$ cat src/rtl/core/vnl_pkg.sv
// shared constants, types and the rsqrt seed table for the vector nlerp core
package vnl_pkg;

  localparam int COMPONENT_WIDTH_DEF    = 16;
  localparam int FRACTION_BITS_DEF      = 12;
  localparam int RSQRT_NEWTON_STEPS_DEF = 2;

  // mantissa and reciprocal root are unsigned q2.30
  localparam int MANT_W = 32;
  localparam int MANT_FRAC = 30;

  localparam int CFG_IDX_W  = 1;
  localparam int CFG_DATA_W = 16;
  localparam int EPS_W      = 16;

  localparam logic [CFG_IDX_W-1:0] CFG_NORMALIZE_MODE = 1'd0;
  localparam logic [CFG_IDX_W-1:0] CFG_LENGTH_EPSILON = 1'd1;

  localparam logic [CFG_DATA_W-1:0] NORMALIZE_MODE_RST = 16'd1;
  localparam logic [EPS_W-1:0]      LENGTH_EPSILON_RST = 16'd17;

  // per-item control that rides along the pipe
  typedef struct packed {
    logic norm;   // apply the scaling
    logic flag;   // too short, normalization skipped
  } vnl_ctl_t;

  // rsqrt seeds in q.16 indexed by the top four mantissa bits
  function automatic logic [16:0] seed_lut(input logic [3:0] idx);
    logic [16:0] s;
    case (idx)
      4'd4:    s = 17'd61788;
      4'd5:    s = 17'd55889;
      4'd6:    s = 17'd51411;
      4'd7:    s = 17'd47861;
      4'd8:    s = 17'd44957;
      4'd9:    s = 17'd42525;
      4'd10:   s = 17'd40450;
      4'd11:   s = 17'd38651;
      4'd12:   s = 17'd37073;
      4'd13:   s = 17'd35673;
      4'd14:   s = 17'd34421;
      4'd15:   s = 17'd33292;
      default: s = 17'd65536;
    endcase
    return s;
  endfunction

endpackage

$ cat src/rtl/core/vnl_blend.sv
// two-stage linear blend start + (end - start) * t with rounding and saturation
module vnl_blend import vnl_pkg::*; #(
  parameter int CW = COMPONENT_WIDTH_DEF,
  parameter int FB = FRACTION_BITS_DEF
) (
  input  logic                 clk,
  input  logic                 rst_n,
  input  logic                 en,
  input  logic                 in_valid,
  input  logic [2:0][CW-1:0]   start_v,
  input  logic [2:0][CW-1:0]   end_v,
  input  logic [FB:0]          weight,
  output logic                 out_valid,
  output logic [2:0][CW-1:0]   out_v
);

  localparam int PW = CW + FB + 3;
  localparam logic [FB:0] T_ONE = {1'b1, {FB{1'b0}}};
  localparam logic signed [PW-1:0] HALF = PW'(1) <<< (FB - 1);
  localparam logic signed [PW-1:0] MAXV = PW'((64'sd1 <<< (CW - 1)) - 64'sd1);
  localparam logic signed [PW-1:0] MINV = -MAXV - PW'(1);

  logic                  v1_r;
  logic                  v2_r;
  logic [2:0][CW-1:0]    s1_r;
  logic signed [PW-1:0]  prod_r [3];
  logic signed [PW-1:0]  prod_nxt [3];
  logic [2:0][CW-1:0]    out_nxt;

  // stage 1: clamp weight, difference and multiply
  always_comb begin
    logic [FB:0]          t;
    logic signed [CW:0]   diff;
    t = (weight > T_ONE) ? T_ONE : weight;
    for (int i = 0; i < 3; i++) begin
      diff = $signed({end_v[i][CW-1], end_v[i]}) - $signed({start_v[i][CW-1], start_v[i]});
      prod_nxt[i] = diff * $signed({1'b0, t});
    end
  end

  // stage 2: round half up, add start, saturate
  always_comb begin
    logic signed [PW-1:0] rs;
    logic signed [PW-1:0] sum;
    for (int i = 0; i < 3; i++) begin
      rs  = (prod_r[i] + HALF) >>> FB;
      sum = rs + {{(PW-CW){s1_r[i][CW-1]}}, s1_r[i]};
      if (sum > MAXV)      out_nxt[i] = MAXV[CW-1:0];
      else if (sum < MINV) out_nxt[i] = MINV[CW-1:0];
      else                 out_nxt[i] = sum[CW-1:0];
    end
  end

  always_ff @(posedge clk) begin
    if (!rst_n) begin
      v1_r      <= 1'b0;
      v2_r      <= 1'b0;
    end else if (en) begin
      v1_r      <= in_valid;
      v2_r      <= v1_r;
    end
  end

  always_ff @(posedge clk) begin
    if (en) begin
      s1_r  <= start_v;
      for (int i = 0; i < 3; i++) prod_r[i] <= prod_nxt[i];
      out_v <= out_nxt;
    end
  end

  assign out_valid = v2_r;

endmodule

$ cat config.mk
export PLATFORM = sky130hd
export DESIGN_NAME = vnl_blend
export DESIGN_NICKNAME = d
export VERILOG_FILES = /design/src/rtl/core/vnl_pkg.sv /design/src/rtl/core/vnl_blend.sv
export SDC_FILE = /design/constraint.sdc
export NUM_CORES = 2
export LEC_CHECK = 0
export ABC_CLOCK_PERIOD_IN_PS = 9700
export BUFFER_PORTS_ARGS = -buffer_cell sky130_fd_sc_hd__buf_4
export CELL_PAD_IN_SITES_DETAIL_PLACEMENT = 0
export CELL_PAD_IN_SITES_GLOBAL_PLACEMENT = 1
export CORE_MARGIN = 8
export CORE_UTILIZATION = 40
export CTS_BUF_LIST = sky130_fd_sc_hd__clkbuf_2
export DETAILED_ROUTE_END_ITERATION = 12
export PLACE_DENSITY_LB_ADDON = 0.1
export SLEW_MARGIN = 20
export SYNTH_ARGS = -nofsm -noshare
export SYNTH_HDL_FRONTEND = slang
export SYNTH_SLANG_ARGS = --single-unit
$ cat constraint.sdc
create_clock -name clk -period 9.7 [get_ports clk]
set_input_delay 0.97 -clock clk [delete_from_list [all_inputs] [get_ports clk]]
set_output_delay 0.97 -clock clk [all_outputs]
set_load 0.005 [all_outputs]
==> metrics.cfg <==
[power]
power_density_nw_per_um2 = 346
p_leak_nw = 19.4
ir_worst_vdd_mv = 0.315

[timing]
skew_ns = 0.0343
slew_violations = 0
fin_hold_ws_ns = 0.228
rsz0062_at_grt = no
fmax_mhz = 114
maxSlewHeadroom_pct = 30.2
setup_ws_ns = 0.944
layout_min_cycle_time_ns = 8.76
setup_viol = 0
setup_tns_ns = 0
max_slew.worst_pin.slew_ns = 1.04
period_share_pct = 90.3
hold_violations = 0

[worst_hold_path]
hold_path_class = in2reg
min_from = en
hold_depth = 1
hold_end = prod_r[0][29]$_DFFE_PP_

[clock_tree]
clk_pin_slew_ns = 0.32
root_buffer = clkbuf_2
cts_buffer_depth = 2
cts_inserted_buffers = 17
clk_latency_ns = 1.13
cts_sinks = 158
cts_resized = 0
htreeDepth = 4
cts_tree = built

[global_routing]
grt_antenna_before_repair = 3
use_met3_pct = 1.98
grt_max_degree = 63
grt_pass1_wl_um = 156000
grt_usage_pct = 20.4
met1_usage_pct = 26.4
grt_use_met2_pct = 36.3
grt-ovfl-total = 0
grt_pass1_vias = 28100
top_usage_layer = met2

[die]
num_rows = 108
fp.dieW_um = 312
start_util_pct = 40.3
fp.dieH_um = 312
coreArea_um2 = 86600
ioPinCount = 162
dieArea_um2 = 97100

[placed_design]
dp_cells = 5149
place_ws_ns = 0.329
gp_congestion = 0.812
io_buffers = 161
dpl.hpwl_um = 80300

[worst_setup_path]
reg2reg_slack_ns = 4.50
cp_slowest_cell = fa_1
worst_r2r_path_depth = 16
cp-end-kind = flop
arrival_ns = 9.71
critPathTopFamily = adder cells
critPathMaxFanout = 5
required_ns = 10.66
start_kind = input pin
startpoint = start_v[17]
path_common_cell = fa_1
crit_buf_inv = 7
critical_path.reg2reg.startpoint = prod_r[0][44]$_DFFE_PP_
slowest_delay_ns = 0.55
r2r-end = out_v[20]$_SDFFCE_PN1P_
path_class = in2reg

[finish]
fillers = 8715
fin_nets = 5147
stdcell_count = 5236
synthToLayoutAreaGrowth_pct = 11.4
drive_gt1_share_pct = 8.54
fin_util_pct = 45.0

[synthesis]
yosysWarnings = 0
post_synth_num_cell_types = 83
synth_area_leaders = fa_1 (37%), edfxtp_1 (13%), ha_1 (12%), inv_1 (9.2%), nand2_1 (4.2%)
syn_nets = 4898
synthCells = 3814
yosys.area.top_type_share_pct = 36.7
synth_edf_count = 156
async_flop_share_pct = 0
synth_ff_type = edfxtp_1
synth_largest_area_cell = fa_1
syn_area_um2 = 34900
yosysSeqAreaShare_pct = 13.5
synth.avg_cell_area_um2 = 9.16
ys_ff_latch = 158

[routing]
dr.pass1.iters = 5
drt_wl_total_um = 96900
drtIter0Drc = 1242
drtAntennaViolNets = 0
vias = 25800
wl_per_cell_um = 18.5
viasPerCell = 4.92
route.detailed.drc = 0

[job]
drv_cap = 0

[outcome]
status = complete, no violations

[synth_stat cells, drive strengths merged, types with 17 or more instances]
cell    instances
inv           853
fa            640
nand2         391
nor2          391
ha            331
edfxtp        156
xnor2         152
a21oi         100
xor2           92
o21ai          88
clkbuf         85
a21o           55
nand3          54
nand2b         53
nor2b          37
nor3           30
and3           27
and2           20
a211oi         19
a31oi          19
o22ai          17
[per-layer routing]
layer / routed length (um) / up-vias / part of all wire (%)
li1: - / 12400 / -
met1: 43300 / 13000 / 45
met2: 48900 / 373 / 51
met3: 2760 / 79 / 2.8
met4: 1950 / 0 / 2.0
met5: 0 / - / 0
[worst max path at each step]
| stage | end | slack [ns] | cells after the start |
|---|---|---|---|
| after floorplan | prod_r[0][28]$_DFFE_PP_ | 1.12 | 31 |
| final | prod_r[0][60]$_DFFE_PP_ | 0.94 | 33 |
| after detailed placement | prod_r[0][60]$_DFFE_PP_ | 0.33 | 34 |
| after CTS | prod_r[0][60]$_DFFE_PP_ | 1.12 | 33 |
| after global placement | prod_r[0][92]$_DFFE_PP_ | 0.48 | 33 |
| after global routing | prod_r[0][60]$_DFFE_PP_ | 0.36 | 34 |
[cell families (layout without fill, tap and decap cells)]
family                   Yosys count  after routing  share of synthesized area (%)
AND/OR/NAND/NOR                 1066           1066                           13.4
other                              0              5                              0
AO/OA/AOI/OAI                    419            419                           8.09
adder cells (fa/ha/maj)          971            971                           48.5
multiplexers                       5              5                          0.143
buffers and inverters            951           1213                           10.3
flip-flops                       158            158                           13.5
XOR/XNOR                         244            244                           6.12
[registers in the layout (all words and copies together) (netlist names)]
name,cells
out_v,48
s1_r,48
v1_r,1
out_valid,1
prod_r,60
[repair_timing]
action | in CTS | in global routing
hold buffers | 50 | 0
setup buffers | 0 | 0
hold endpoints to repair | 50 | 0
[placed cells by master (no fill, tap or decap), types with 53 or more instances in the layout]
| cell | instances |
|---|---|
| a21o_1 | 55 |
| a21oi_1 | 99 |
| buf_4 | 275 |
| edfxtp_1 | 156 |
| fa_1 | 640 |
| ha_1 | 331 |
| inv_1 | 852 |
| nand2_1 | 390 |
| nand2b_1 | 53 |
| nand3_1 | 54 |
| nor2_1 | 391 |
| o21ai_0 | 85 |
| xnor2_1 | 152 |
| xor2_1 | 92 |
[stage by stage]
stage	instance area, um^2	power [W]
6_report	38900	0.0135
3_5_place_dp	38200	0.0132
2_1_floorplan	34900	0.0103
5_1_grt	38900	0.0153
3_3_place_gp	38200	0.0132
4_1_cts	38900	0.0137
[power by group]
group	internal (W)	leakage, nW	switching, W
registers	0.00157	1.52	0.000157
clock network	0.000104	0.140	0.000325
logic	0.00491	17.7	0.00642
[cell type report]
cell class / count / area [um^2] / area share, %
inverters: 853 / 3200 / 8.22
repair buffers: 328 / 2620 / 6.72
well taps: 1155 / 1450 / 3.71
clock inverters: 15 / 156 / 0.402
clock buffers: 17 / 85.1 / 0.218
diodes: 5 / 12.5 / 0.0321
multi-input cells: 2705 / 26700 / 68.6
flip-flops and latches: 158 / 4720 / 12.1
Note: power is estimated with default switching activity, not from simulation.
